[config.mk]
export PLATFORM = sky130hd
export DESIGN_NAME = voxel_face_ao_vertex_packer
export DESIGN_NICKNAME = d
export VERILOG_FILES = /design/src/rtl/vfao_pkg.sv /design/src/rtl/vfao_pick.sv /design/src/rtl/vfao_shade.sv /design/src/rtl/vfao_pack.sv /design/src/rtl/voxel_face_ao_vertex_packer.sv
export VERILOG_INCLUDE_DIRS = /design/src /design/src/rtl
export SDC_FILE = /design/constraint.sdc
export NUM_CORES = 1
export LEC_CHECK = 0
export BUFFER_PORTS_ARGS = -buffer_cell sky130_fd_sc_hd__buf_4
export CAP_MARGIN = 25
export CORE_MARGIN = 5
export CORE_UTILIZATION = 57
export CTS_BUF_LIST = sky130_fd_sc_hd__clkbuf_4 sky130_fd_sc_hd__clkbuf_8
export DETAILED_ROUTE_END_ITERATION = 16
export HOLD_SLACK_MARGIN = 0.08
export PLACE_DENSITY_LB_ADDON = 0.3
export SLEW_MARGIN = 30
export SYNTH_ARGS = -nofsm -noshare
export SYNTH_HDL_FRONTEND = slang
export SYNTH_HIERARCHICAL = 1
export SYNTH_SLANG_ARGS = --single-unit
[constraint.sdc]
create_clock -name i_clk -period 2.9 [get_ports i_clk]
set_input_delay 0.58 -clock i_clk [delete_from_list [all_inputs] [get_ports i_clk]]
set_output_delay 0.58 -clock i_clk [all_outputs]
set_load 0.01 [all_outputs]
[src/rtl/voxel_face_ao_vertex_packer_macros.svh]
// Assertion helpers used by the pipeline top level.
`ifndef VOXEL_FACE_AO_VERTEX_PACKER_MACROS_SVH
`define VOXEL_FACE_AO_VERTEX_PACKER_MACROS_SVH

`ifndef SYNTHESIS

// Same-cycle implication, checked outside reset.
`define VFAO_ASSERT_NOW(label, clk, rst_n, cond, conseq) \
    label: assert property (@(posedge clk) disable iff (!(rst_n)) \
        (cond) |-> (conseq)) else $error("vfao check failed");

// Next-cycle implication, checked outside reset.
`define VFAO_ASSERT_NEXT(label, clk, rst_n, cond, conseq) \
    label: assert property (@(posedge clk) disable iff (!(rst_n)) \
        (cond) |=> (conseq)) else $error("vfao check failed");

`else

`define VFAO_ASSERT_NOW(label, clk, rst_n, cond, conseq)
`define VFAO_ASSERT_NEXT(label, clk, rst_n, cond, conseq)

`endif

`endif

[src/rtl/vfao_pkg.sv]
package vfao_pkg;

    localparam int MaskWidth = 26;

    localparam logic [2:0] FACE_FRONT = 3'd0;
    localparam logic [2:0] FACE_BACK  = 3'd1;
    localparam logic [2:0] FACE_LAST  = 3'd5;

    // Request fields that ride along the whole pipeline.
    typedef struct packed {
        logic [2:0] face;
        logic [4:0] pos_x;
        logic [4:0] pos_y;
        logic [4:0] pos_z;
        logic [5:0] tex_layer;
        logic [3:0] sun_level;
        logic [3:0] light_red;
        logic [3:0] light_green;
        logic [3:0] light_blue;
        logic       billboard;
    } t_attr;

    // After the first stage: three sampled neighbours per corner.
    typedef struct packed {
        t_attr           attr;
        logic            bad;
        logic [3:0][2:0] near;
    } t_pick;

    // After the second stage: four 2-bit occlusion values, corner 0 lowest.
    typedef struct packed {
        t_attr      attr;
        logic       bad;
        logic [7:0] ao;
    } t_shade;

    // Mask bit of side one, side two and the diagonal for each face and corner.
    // The centre cell has no bit, so cells above it are shifted down by one.
    // Faces six and seven are never valid; their rows are only there so that
    // a 3-bit face code indexes the whole table.
    localparam logic [4:0] CORNER_BIT [8][4][3] = '{
        '{'{5'd5,  5'd16, 5'd8 }, '{5'd22, 5'd16, 5'd25},
          '{5'd22, 5'd11, 5'd19}, '{5'd5,  5'd11, 5'd2 }},
        '{'{5'd20, 5'd14, 5'd23}, '{5'd3,  5'd14, 5'd6 },
          '{5'd3,  5'd9,  5'd0 }, '{5'd20, 5'd9,  5'd17}},
        '{'{5'd3,  5'd7,  5'd6 }, '{5'd5,  5'd7,  5'd8 },
          '{5'd5,  5'd1,  5'd2 }, '{5'd3,  5'd1,  5'd0 }},
        '{'{5'd22, 5'd24, 5'd25}, '{5'd20, 5'd24, 5'd23},
          '{5'd20, 5'd18, 5'd17}, '{5'd22, 5'd18, 5'd19}},
        '{'{5'd7,  5'd14, 5'd6 }, '{5'd24, 5'd14, 5'd23},
          '{5'd24, 5'd16, 5'd25}, '{5'd7,  5'd16, 5'd8 }},
        '{'{5'd1,  5'd11, 5'd2 }, '{5'd18, 5'd11, 5'd19},
          '{5'd18, 5'd9,  5'd17}, '{5'd1,  5'd9,  5'd0 }},
        '{'{5'd0,  5'd0,  5'd0 }, '{5'd0,  5'd0,  5'd0 },
          '{5'd0,  5'd0,  5'd0 }, '{5'd0,  5'd0,  5'd0 }},
        '{'{5'd0,  5'd0,  5'd0 }, '{5'd0,  5'd0,  5'd0 },
          '{5'd0,  5'd0,  5'd0 }, '{5'd0,  5'd0,  5'd0 }}
    };

endpackage

[src/rtl/vfao_pick.sv]
module vfao_pick (
    input  logic                          i_clk,
    input  logic                          i_rst_n,
    input  logic                          i_valid,
    output logic                          o_ready,
    input  vfao_pkg::t_attr               i_attr,
    input  logic [vfao_pkg::MaskWidth-1:0] i_mask,
    output logic                          o_valid,
    input  logic                          i_ready,
    output vfao_pkg::t_pick               o_pick
);

    logic            r_valid;
    vfao_pkg::t_pick r_pick;
    vfao_pkg::t_pick n_pick;

    assign o_ready = !r_valid || i_ready;

    always_comb begin
        n_pick.attr = i_attr;
        if (i_attr.billboard) begin
            n_pick.bad = (i_attr.face != vfao_pkg::FACE_FRONT) &&
                         (i_attr.face != vfao_pkg::FACE_BACK);
        end else begin
            n_pick.bad = i_attr.face > vfao_pkg::FACE_LAST;
        end
        for (int k = 0; k < 4; k++) begin
            for (int j = 0; j < 3; j++) begin
                n_pick.near[k][j] = i_mask[vfao_pkg::CORNER_BIT[i_attr.face][k][j]];
            end
        end
    end

    always_ff @(posedge i_clk) begin
        if (!i_rst_n) begin
            r_valid <= 1'b0;
        end else if (o_ready) begin
            r_valid <= i_valid;
        end
    end

    always_ff @(posedge i_clk) begin
        if (o_ready && i_valid) begin
            r_pick <= n_pick;
        end
    end

    assign o_valid = r_valid;
    assign o_pick  = r_pick;

endmodule

[src/rtl/vfao_shade.sv]
module vfao_shade (
    input  logic             i_clk,
    input  logic             i_rst_n,
    input  logic             i_valid,
    output logic             o_ready,
    input  vfao_pkg::t_pick  i_pick,
    output logic             o_valid,
    input  logic             i_ready,
    output vfao_pkg::t_shade o_shade
);

    logic             r_valid;
    vfao_pkg::t_shade r_shade;
    vfao_pkg::t_shade n_shade;

    assign o_ready = !r_valid || i_ready;

    always_comb begin
        logic [1:0] count;
        n_shade.attr = i_pick.attr;
        n_shade.bad  = i_pick.bad;
        count        = 2'd0;
        for (int k = 0; k < 4; k++) begin
            // With both sides free of a full pair, at most two of three are set.
            count = 2'({1'b0, i_pick.near[k][0]} + {1'b0, i_pick.near[k][1]}
                       + {1'b0, i_pick.near[k][2]});
            if (i_pick.attr.billboard) begin
                n_shade.ao[2*k +: 2] = 2'd3;
            end else if (i_pick.near[k][0] && i_pick.near[k][1]) begin
                n_shade.ao[2*k +: 2] = 2'd0;
            end else begin
                n_shade.ao[2*k +: 2] = 2'd3 - count;
            end
        end
    end

    always_ff @(posedge i_clk) begin
        if (!i_rst_n) begin
            r_valid <= 1'b0;
        end else if (o_ready) begin
            r_valid <= i_valid;
        end
    end

    always_ff @(posedge i_clk) begin
        if (o_ready && i_valid) begin
            r_shade <= n_shade;
        end
    end

    assign o_valid = r_valid;
    assign o_shade = r_shade;

endmodule

[src/rtl/vfao_pack.sv]
module vfao_pack (
    input  logic             i_clk,
    input  logic             i_rst_n,
    input  logic             i_valid,
    output logic             o_ready,
    input  vfao_pkg::t_shade i_shade,
    output logic             o_valid,
    input  logic             i_ready,
    output logic [31:0]      o_vertex_low,
    output logic [15:0]      o_vertex_high,
    output logic             o_bad_face
);

    logic        r_valid;
    logic [31:0] r_low;
    logic [15:0] r_high;
    logic        r_bad;
    logic [31:0] n_low;
    logic [15:0] n_high;

    assign o_ready = !r_valid || i_ready;

    always_comb begin
        if (i_shade.bad) begin
            n_low  = 32'd0;
            n_high = 16'd0;
        end else begin
            n_low = {i_shade.ao, i_shade.attr.face, i_shade.attr.tex_layer,
                     i_shade.attr.pos_z, i_shade.attr.pos_y, i_shade.attr.pos_x};
            if (i_shade.attr.billboard) begin
                // Full sunlight and no block light.
                n_high = 16'h000F;
            end else begin
                n_high = {i_shade.attr.light_blue, i_shade.attr.light_green,
                          i_shade.attr.light_red, i_shade.attr.sun_level};
            end
        end
    end

    always_ff @(posedge i_clk) begin
        if (!i_rst_n) begin
            r_valid <= 1'b0;
        end else if (o_ready) begin
            r_valid <= i_valid;
        end
    end

    always_ff @(posedge i_clk) begin
        if (o_ready && i_valid) begin
            r_low  <= n_low;
            r_high <= n_high;
            r_bad  <= i_shade.bad;
        end
    end

    assign o_valid       = r_valid;
    assign o_vertex_low  = r_low;
    assign o_vertex_high = r_high;
    assign o_bad_face    = r_bad;

endmodule

[src/rtl/voxel_face_ao_vertex_packer.sv]
// Channel   Handshake           Payload
// request   i_valid / o_ready   i_face_sel, i_neighbour_mask, i_pos_*, i_tex_layer,
//                               i_sun_level, i_light_*, i_billboard
// vertex    o_valid / i_ready   o_vertex_low, o_vertex_high, o_bad_face
//
// One item per cycle is accepted and delivered while the vertex side is ready;
// there are three register stages (neighbour pick, occlusion, packing).
// Reset clears only the stage valid bits.
// Each stage takes a new item when it is empty or its item moves on, so a
// stall on the vertex side fills the stages before the request side stops.
`include "voxel_face_ao_vertex_packer_macros.svh"

module voxel_face_ao_vertex_packer (
    input  logic                           i_clk,
    input  logic                           i_rst_n,
    input  logic                           i_valid,
    output logic                           o_ready,
    input  logic [2:0]                     i_face_sel,
    input  logic [vfao_pkg::MaskWidth-1:0] i_neighbour_mask,
    input  logic [4:0]                     i_pos_x,
    input  logic [4:0]                     i_pos_y,
    input  logic [4:0]                     i_pos_z,
    input  logic [5:0]                     i_tex_layer,
    input  logic [3:0]                     i_sun_level,
    input  logic [3:0]                     i_light_red,
    input  logic [3:0]                     i_light_green,
    input  logic [3:0]                     i_light_blue,
    input  logic                           i_billboard,
    output logic                           o_valid,
    input  logic                           i_ready,
    output logic [31:0]                    o_vertex_low,
    output logic [15:0]                    o_vertex_high,
    output logic                           o_bad_face
);

    vfao_pkg::t_attr  attr;
    vfao_pkg::t_pick  pick;
    vfao_pkg::t_shade shade;
    logic             pick_valid;
    logic             pick_ready;
    logic             shade_valid;
    logic             shade_ready;

    always_comb begin
        attr.face        = i_face_sel;
        attr.pos_x       = i_pos_x;
        attr.pos_y       = i_pos_y;
        attr.pos_z       = i_pos_z;
        attr.tex_layer   = i_tex_layer;
        attr.sun_level   = i_sun_level;
        attr.light_red   = i_light_red;
        attr.light_green = i_light_green;
        attr.light_blue  = i_light_blue;
        attr.billboard   = i_billboard;
    end

    vfao_pick u_pick (
        .i_clk   (i_clk),
        .i_rst_n (i_rst_n),
        .i_valid (i_valid),
        .o_ready (o_ready),
        .i_attr  (attr),
        .i_mask  (i_neighbour_mask),
        .o_valid (pick_valid),
        .i_ready (pick_ready),
        .o_pick  (pick)
    );

    vfao_shade u_shade (
        .i_clk   (i_clk),
        .i_rst_n (i_rst_n),
        .i_valid (pick_valid),
        .o_ready (pick_ready),
        .i_pick  (pick),
        .o_valid (shade_valid),
        .i_ready (shade_ready),
        .o_shade (shade)
    );

    vfao_pack u_pack (
        .i_clk         (i_clk),
        .i_rst_n       (i_rst_n),
        .i_valid       (shade_valid),
        .o_ready       (shade_ready),
        .i_shade       (shade),
        .o_valid       (o_valid),
        .i_ready       (i_ready),
        .o_vertex_low  (o_vertex_low),
        .o_vertex_high (o_vertex_high),
        .o_bad_face    (o_bad_face)
    );

    // A rejected face always comes out as two zero words.
    `VFAO_ASSERT_NOW(a_bad_zero, i_clk, i_rst_n, o_valid && o_bad_face,
        o_vertex_low == 32'd0 && o_vertex_high == 16'd0)

    // A delivered good vertex never carries an unused face code.
    `VFAO_ASSERT_NOW(a_face_code, i_clk, i_rst_n, o_valid && !o_bad_face,
        o_vertex_low[23:21] != 3'd6 && o_vertex_low[23:21] != 3'd7)

    // An accepted request is held in the first stage on the next cycle.
    `VFAO_ASSERT_NEXT(a_enter, i_clk, i_rst_n, i_valid && o_ready, pick_valid)

endmodule

==> results.md, run 1 <==
- Max_cap viols: 0
- Clock Power Share: 34.9%
- Register area share after synthesis: 69.51%
- Met3 Use GR: 5.039%
- Fin nets: 634
- Number of antenna diodes: 0
- Fmax: 485.3 MHz
- Num rows: 39
- Max_slew headroom: 58.37%
- Clock buffer depth: 2
- WP data required: 3.05 ns
- Avg Inst Size Synth: 15.61 um2
- Fin cells: 705
- H-Tree Depth: 4
- Yosys warnings: 6
- Ys flop type: edfxtp_1
- Global Route met2 Usage: 30.87%
- Top cells by count, synth: edfxtp_1, nor2b_1, inv_1, mux2i_1, nor2_1
- Filler cell count: 763
- Setup TNS: 0 ns
- Area Overhead vs Synth: 22.15%
- Number of buffers created by CTS: 17
- CP top delay family: compound AO/OA/AOI/OAI gates
- Net Sw Frac: 22.06%
- Post-synthesis mux area share: 4.718%
- Die X: 117.0 um
- Leak Pwr: 3.077 nW
- Seq cells post-synth: 152
- Share of cells above drive strength 1: 36.12%
- Mapped Nets: 503
- Syn Inst Count: 418
- DRT Pass-1 Iters: 5
- Setup Buffers After CTS: 0
- CTS tree: yes
- Vias/cell: 5.330
- Critical-path cell list: buf_4 > inv_1 > ha_1 > nor2b_1 > o32ai_1 > a22oi_1 > o32ai_1 > nor3_1
- Crit Path Class: in2reg
- Fin crit period: 2.061 ns
- Die area: 13680 um2
- Hpwl dp: 8812 um
- Final period util: 71.06%
- Met1 usage: 24.59%
- Clk root buf: clkbuf_8
- Core area: 11320 um2
- I/O Buffers: 120
- Startpoint Class: primary input
- Initial antenna violation count: 0
- Max Slew Vio Count: 0
- Final Skew: 0.009560 ns
- Synth Area in XOR/XNOR: 0%
- Clk_lat worst skew: 0.43 ns
- GRT overflow: 0
- Yosys cell types: 58
- CTS clk-pin slew, worst paths: 0.08 ns
- Setup violations, final: 0
- Drt first-iter violations: 254
- Clock Sinks: 152
- Worst Tran Pin Value: 0.6245 ns
- Largest net degree at the start of global routing: 39
- CP Buf/Inv Count: 2
- GR peak layer: met2
- Vias in the first global route: 3796
- CP max-delay cell: ha_1
- All-layer global routing usage: 18.83%
- Post-synth EDFFs: 149
- Global-route wire length before repair: 19240 um
- Int Pwr: 3.630 mW
- Simple-gate portion of the synthesized area: 9.954%
- Max Fanout on Critical Path: 10
- Final Hold Viols: 0
- Area leader, netlist: edfxtp_1
- Synth top area share: 68.58%
- Final wirelength: 12250 um
- Main combinational cell family by area after synthesis: simple AND/OR/NAND/NOR gates
- Synth area leaders: edfxtp_1, nor2b_1, mux2i_1
- Worst vdd ir: 0.3556 mV
- Total number of vias: 3758
- Comb pwr share: 10.1%
- Reg power frac: 55.0%
- Post-Synth Adder-Cell Area: 3.606%
- Resized cells post-CTS: 0
- RSZ-0062 raised after global routing: false
- Worst setup EP type: flip-flop
- Most frequent CP cell: o32ai_1
- Antenna violation net count after detailed routing: 0
- Initial Util: 57.63%
- Arr. time, crit path: 2.21 ns
- Status: complete, no violations
- Num ports: 122
- Die span in y: 117.0 um
- Wire per inst: 17.38 um
- Inst Count DP: 673
- CP max stage delay: 0.45 ns
- Complex-gate fraction of the synthesized area: 8.074%
- Residual DRC: 0
- PD cells: 584.5 nW/um2
- Synthesized area: 6524 um2
- Top-count cell post-synth: edfxtp_1
- Sw Pwr: 1.027 mW
- Hold_buf cts: 0
- Routability-driven placement congestion ratio: 0.9009
- Post-synthesis async set-or-reset flop share: 0%
- Worst Hold Class: in2reg
## power by group through the flow
stage	sequential [mW]	combinational [mW]	clock (mW)
2_1_floorplan	2.61	0.278	0
3_3_place_gp	2.61	0.448	0
3_5_place_dp	2.61	0.466	0
4_1_cts	2.56	0.469	1.66
5_1_grt	2.57	0.513	1.77
6_report	2.56	0.468	1.63
## sequential cells by signal, summed over array words and instances, names as in the netlist
| name | count |
|---|---|
| u_pack/o_valid | 1 |
| u_pack/o_vertex_high | 16 |
| u_pack/o_vertex_low | 32 |
| u_shade/o_valid | 1 |
| u_pick/o_valid | 1 |
| u_pack/o_bad_face | 1 |
| u_shade/o_shade | 50 |
| u_pick/o_pick | 50 |
## logic make-up after synthesis
logic type,Yosys count
AOI/OAI and AO/OA,72
adders and majority gates,14
DFF,152
buffers and inverters,46
and+or+nand+nor,107
muxes,27
## placed cells by master (no fill, tap or decap), drive strengths merged, types with 5 or more instances in the layout
master	n
inv	25
mux2i	18
nand2b	6
a21boi	5
and2	16
ha	6
nor2	15
o21ai	12
edfxtp	149
buf	135
clkinv	7
nor2b	42
mux2	7
o22ai	5
a21oi	12
nand2	15
clkbuf	18
a211oi	5
fa	8
## worst paths after layout
check | startpoint | end | slack, ns | cells past startpoint
max | i_face_sel[1] | u_pick/o_pick[1]$_DFFE_PP_ | 0.84 | 8
min | i_pos_x[0] | u_pick/o_pick[46]$_DFFE_PP_ | 0.32 | 1
max reg2reg | u_pack/o_valid$_SDFFE_PN0P_ | u_pack/o_vertex_low[23]$_SDFFCE_PP0P_ | 1.23 | 3
min reg2reg | u_pick/o_pick[17]$_DFFE_PP_ | u_shade/o_shade[13]$_DFFE_PP_ | 0.42 | 0
## routing by layer
layer / routed length (um) / vias to the layer above
met4: 179 / 0
met5: 0 / -
met3: 872 / 12
li1: - / 1798
met2: 6217 / 147
met1: 4984 / 1801
## stage by stage
stage               total power, mW  cell area [um2]  setup WS (ns)  util (%)  hold WS, ns
finish                        4.658             7969         0.8394     70.39       0.3223
global route                  4.861             7969         0.7199     70.39       0.2814
CTS                           4.693             7969         0.8833     70.39       0.2952
detailed placement            3.080             7548         0.4242     66.68       0.4045
global placement              3.054             7548         0.4250     66.68       0.4006
floorplan                     2.892             6524         0.2626         -       0.4003
## final cells by class
| cell class | count | area, um2 | share of cell area, % |
|---|---|---|---|
| tap | 143 | 178.9 | 2.245 |
| multi-input combinational | 220 | 1723 | 21.62 |
| clock buffer | 18 | 247.7 | 3.109 |
| sequential | 152 | 4534 | 56.90 |
| clock inverter | 14 | 172.7 | 2.167 |
| inverter | 23 | 86.33 | 1.083 |
| timing repair buffer | 135 | 1026 | 12.87 |
(Power assumes the default switching activity.)
==> run 2, diff against run 1 <==
- ABC_AREA: default -> 1
- CORE_UTILIZATION: 57 -> 58
- clock period: 2.9 -> 2.08 ns (I/O delays scaled with it)
==> run 2 against run 1 <==
Via count up 17%; setup slack lost 0.66 ns; non-clock buffer count is 4 lower; register-to-register slack worse by 0.65 ns; area after synthesis is 1.3% higher; clock-buffer cell count shrank 1; first-iteration DRC count up 45%; core utilization increased by 2.0 points; critical endpoint is now o_ready; wire length grew 12%; clock power up 42%; clock skew grew 0.0095 ns; global-route usage up 2.2 points.
==> results.md, run 2 <==
- Share of cells above drive strength 1: 28.79% (-7.3 points)
- Worst Setup SP: u_pack/o_valid$_SDFFE_PN0P_
- Status: complete, no violations
- Worst hold start: i_light_green[3]
- Core area: 11270 um2 (-0.43%)
- Routability-driven placement congestion ratio: 0.9389 (+4.2%)
- Resized cells post-CTS: 0 (unchanged)
- RSZ-0062 raised after global routing: false
- DRT Pass-1 Iters: 5 (unchanged)
- Ys flop type: edfxtp_1
- Area Overhead vs Synth: 23.44%
- Final Skew: 0.01908 ns (+0.009519 ns)
- Synthesized area: 6609 um2 (+1.3%)
- Syn Inst Count: 562 (+34%)
- Residual DRC: 0 (unchanged)
- Die X: 116.7 um (-0.20%)
- Yosys warnings: 6 (unchanged)
- Vias in the first global route: 4291 (+13%)
- Clock Power Share: 35.0% (about the same)
- Avg Inst Size Synth: 11.76 um2 (-25%)
- Register area share after synthesis: 68.61% (-0.89 points)
- Die area: 13630 um2 (-0.40%)
- Leak Pwr: 3.553 nW (+15%)
- Num ports: 122 (unchanged)
- Wire per inst: 16.04 um (-7.7%)
- Vias/cell: 5.129 (-3.8%)
- Max Fanout on Critical Path: 3 (-7)
- CP top delay family: flip-flops
- Synth top area share: 67.70% (-0.88 points)
- Clock Sinks: 152 (unchanged)
- Mapped Nets: 647 (+29%)
- Initial antenna violation count: 0 (unchanged)
- Post-synth EDFFs: 149 (unchanged)
- I/O Buffers: 121 (+0.83%)
- Max Slew Vio Count: 0 (unchanged)
- CTS tree: yes
- Setup violations, final: 0 (unchanged)
- Setup Buffers After CTS: 0 (unchanged)
- Fin nets: 784 (+24%)
- Final period util: 91.25%
- Worst vdd ir: 0.5406 mV (+52%)
- Overall Power: 6.635 mW (+42%)
- Initial Util: 58.63% (+1.0 points)
- Global-route wire length before repair: 21250 um (+10%)
- Sw Pwr: 1.595 mW (+55%)
- Top-count cell post-synth: edfxtp_1
- Drt first-iter violations: 369 (+45%)
- Die span in y: 116.7 um (-0.20%)
- GRT overflow: 0 (unchanged)
- Crit Path Class: reg2out
- CTS clk-pin slew, worst paths: 0.09 ns (about the same)
- All-layer global routing usage: 21.00% (+2.2 points)
- Total number of vias: 4385 (+17%)
- CP max stage delay: 0.41 ns (-0.04 ns)
- Commonest non-fill, non-tap cell in the layout: edfxtp_1
- Clk root buf: clkbuf_8
- CP Buf/Inv Count: 3 (+1)
- Reg power frac: 54.0% (-1.0 points)
- Setup TNS: 0 ns (unchanged)
- Worst setup EP type: primary output
- Seq cells post-synth: 152 (unchanged)
- Antenna violation net count after detailed routing: 0 (unchanged)
- Clock buffer depth: 2 (unchanged)
- Most frequent cells in the layout: edfxtp_1, buf_4, nand2_1
- Max_cap viols: 0 (unchanged)
- Post-synthesis async set-or-reset flop share: 0% (unchanged)
- Final wirelength: 13710 um (+12%)
- Yosys cell types: 30 (-48%)
- Largest net degree at the start of global routing: 51 (+31%)
- Synth area leaders: edfxtp_1, nand2_1, inv_1
- Number of buffers created by CTS: 17 (unchanged)
- Num rows: 39 (unchanged)
- Hpwl dp: 9955 um (+13%)
- Critical-path cell list: nand2_1 > inv_1 > nand2_2 > inv_1 > nand2_1 > buf_4
- CP max-delay cell: dfxtp_1
- Arr. time, crit path: 1.48 ns (-0.73 ns)
- Worst r2r src: u_pick/o_pick[0]$_DFFE_PP_
- H-Tree Depth: 4 (unchanged)
- WP data required: 1.66 ns (-1.39 ns)
- Worst Tran Pin Value: 0.4138 ns (-0.2107 ns)
- Clk_lat worst skew: 0.43 ns (about the same)
- Fin crit period: 1.898 ns
- Comb pwr share: 10.9% (+0.8 points)
- Top cells by count, synth: edfxtp_1, nand2_1, inv_1, nor2_1, nand3_1
- Hold_buf cts: 0 (unchanged)
- Area leader, netlist: edfxtp_1
- Final Hold Viols: 0 (unchanged)
- Worst Hold Class: in2reg
- Int Pwr: 5.040 mW (+39%)
- Net Sw Frac: 24.04% (+2.0 points)
- Startpoint Class: flip-flop
- Fmax: 526.9 MHz
- Number of antenna diodes: 0 (unchanged)
- Max_slew headroom: 72.41% (+14 points)
- PD cells: 813.3 nW/um2 (+39%)
==> run 2: cells by family (layout without fill, tap and decap cells) <==
| logic type | after synthesis | after routing | synth area share [%] |
|---|---|---|---|
| fa+ha+maj | 14 | 14 | 3.559 |
| flops | 152 | 152 | 68.61 |
| compound gates | 52 | 52 | 4.790 |
| buf+inv | 113 | 263 | 7.403 |
| simple gates | 231 | 231 | 15.64 |
==> run 2: layout make-up <==
type	instances	area, um2
inverter	100	382.9
sequential	152	4534
clock inverter	15	187.7
fill	801	3114
tap	143	178.9
multi-input combinational	297	1619
clock buffer	17	234.0
timing repair buffer	131	1021
==> run 2: worst register-to-register path, delay by kind of cell (launching register included) <==
kind	cells	cell delay, ns
flip-flops	1	0.49
adder cells (fa/ha/maj)	1	0.42
AND/OR/NAND/NOR	1	0.20
buffers and inverters	1	0.13
==> run 2: final timing paths <==
check                                endpoint  cells after the start  slack, ns
max                                   o_ready                      6       0.18
min               u_pick/o_pick[21]$_DFFE_PP_                      1       0.15
max reg2reg  u_shade/o_shade[1]$_SDFFCE_PP1P_                      3       0.58
min reg2reg     u_shade/o_shade[13]$_DFFE_PP_                      0       0.41
==> run 2: per-layer routing <==
layer / GRT usage [%] / share of wire [%]
met5: 0 / 0
met4: 8.104 / 2.8
met3: 5.389 / 8.1
met2: 34.96 / 50
met1: 26.59 / 39
==> run 2: power by group through the flow <==
stage                     Clock (mW)  Combinational (mW)  Sequential, mW
after floorplan                    0               0.425            3.65
after global placement             0               0.703            3.65
after detailed placement           0               0.720            3.66
after CTS                       2.37               0.726            3.59
after global routing            2.52               0.810            3.60
final                           2.32               0.727            3.58
==> run 2: metrics by stage <==
step | hold WS, ns | instance area, um2 | worst slack [ns] | util (%) | instances
2_1_floorplan | 0.4003 | 6643 | 0.04116 | - | 562
3_3_place_gp | 0.4005 | 7736 | 0.08628 | 68.63 | 823
3_5_place_dp | 0.4045 | 7736 | 0.03402 | 68.63 | 823
4_1_cts | 0.1160 | 8158 | 0.1457 | 72.37 | 855
5_1_grt | 0.1013 | 8158 | 0.02802 | 72.37 | 855
6_report | 0.1511 | 8158 | 0.1820 | 72.37 | 855
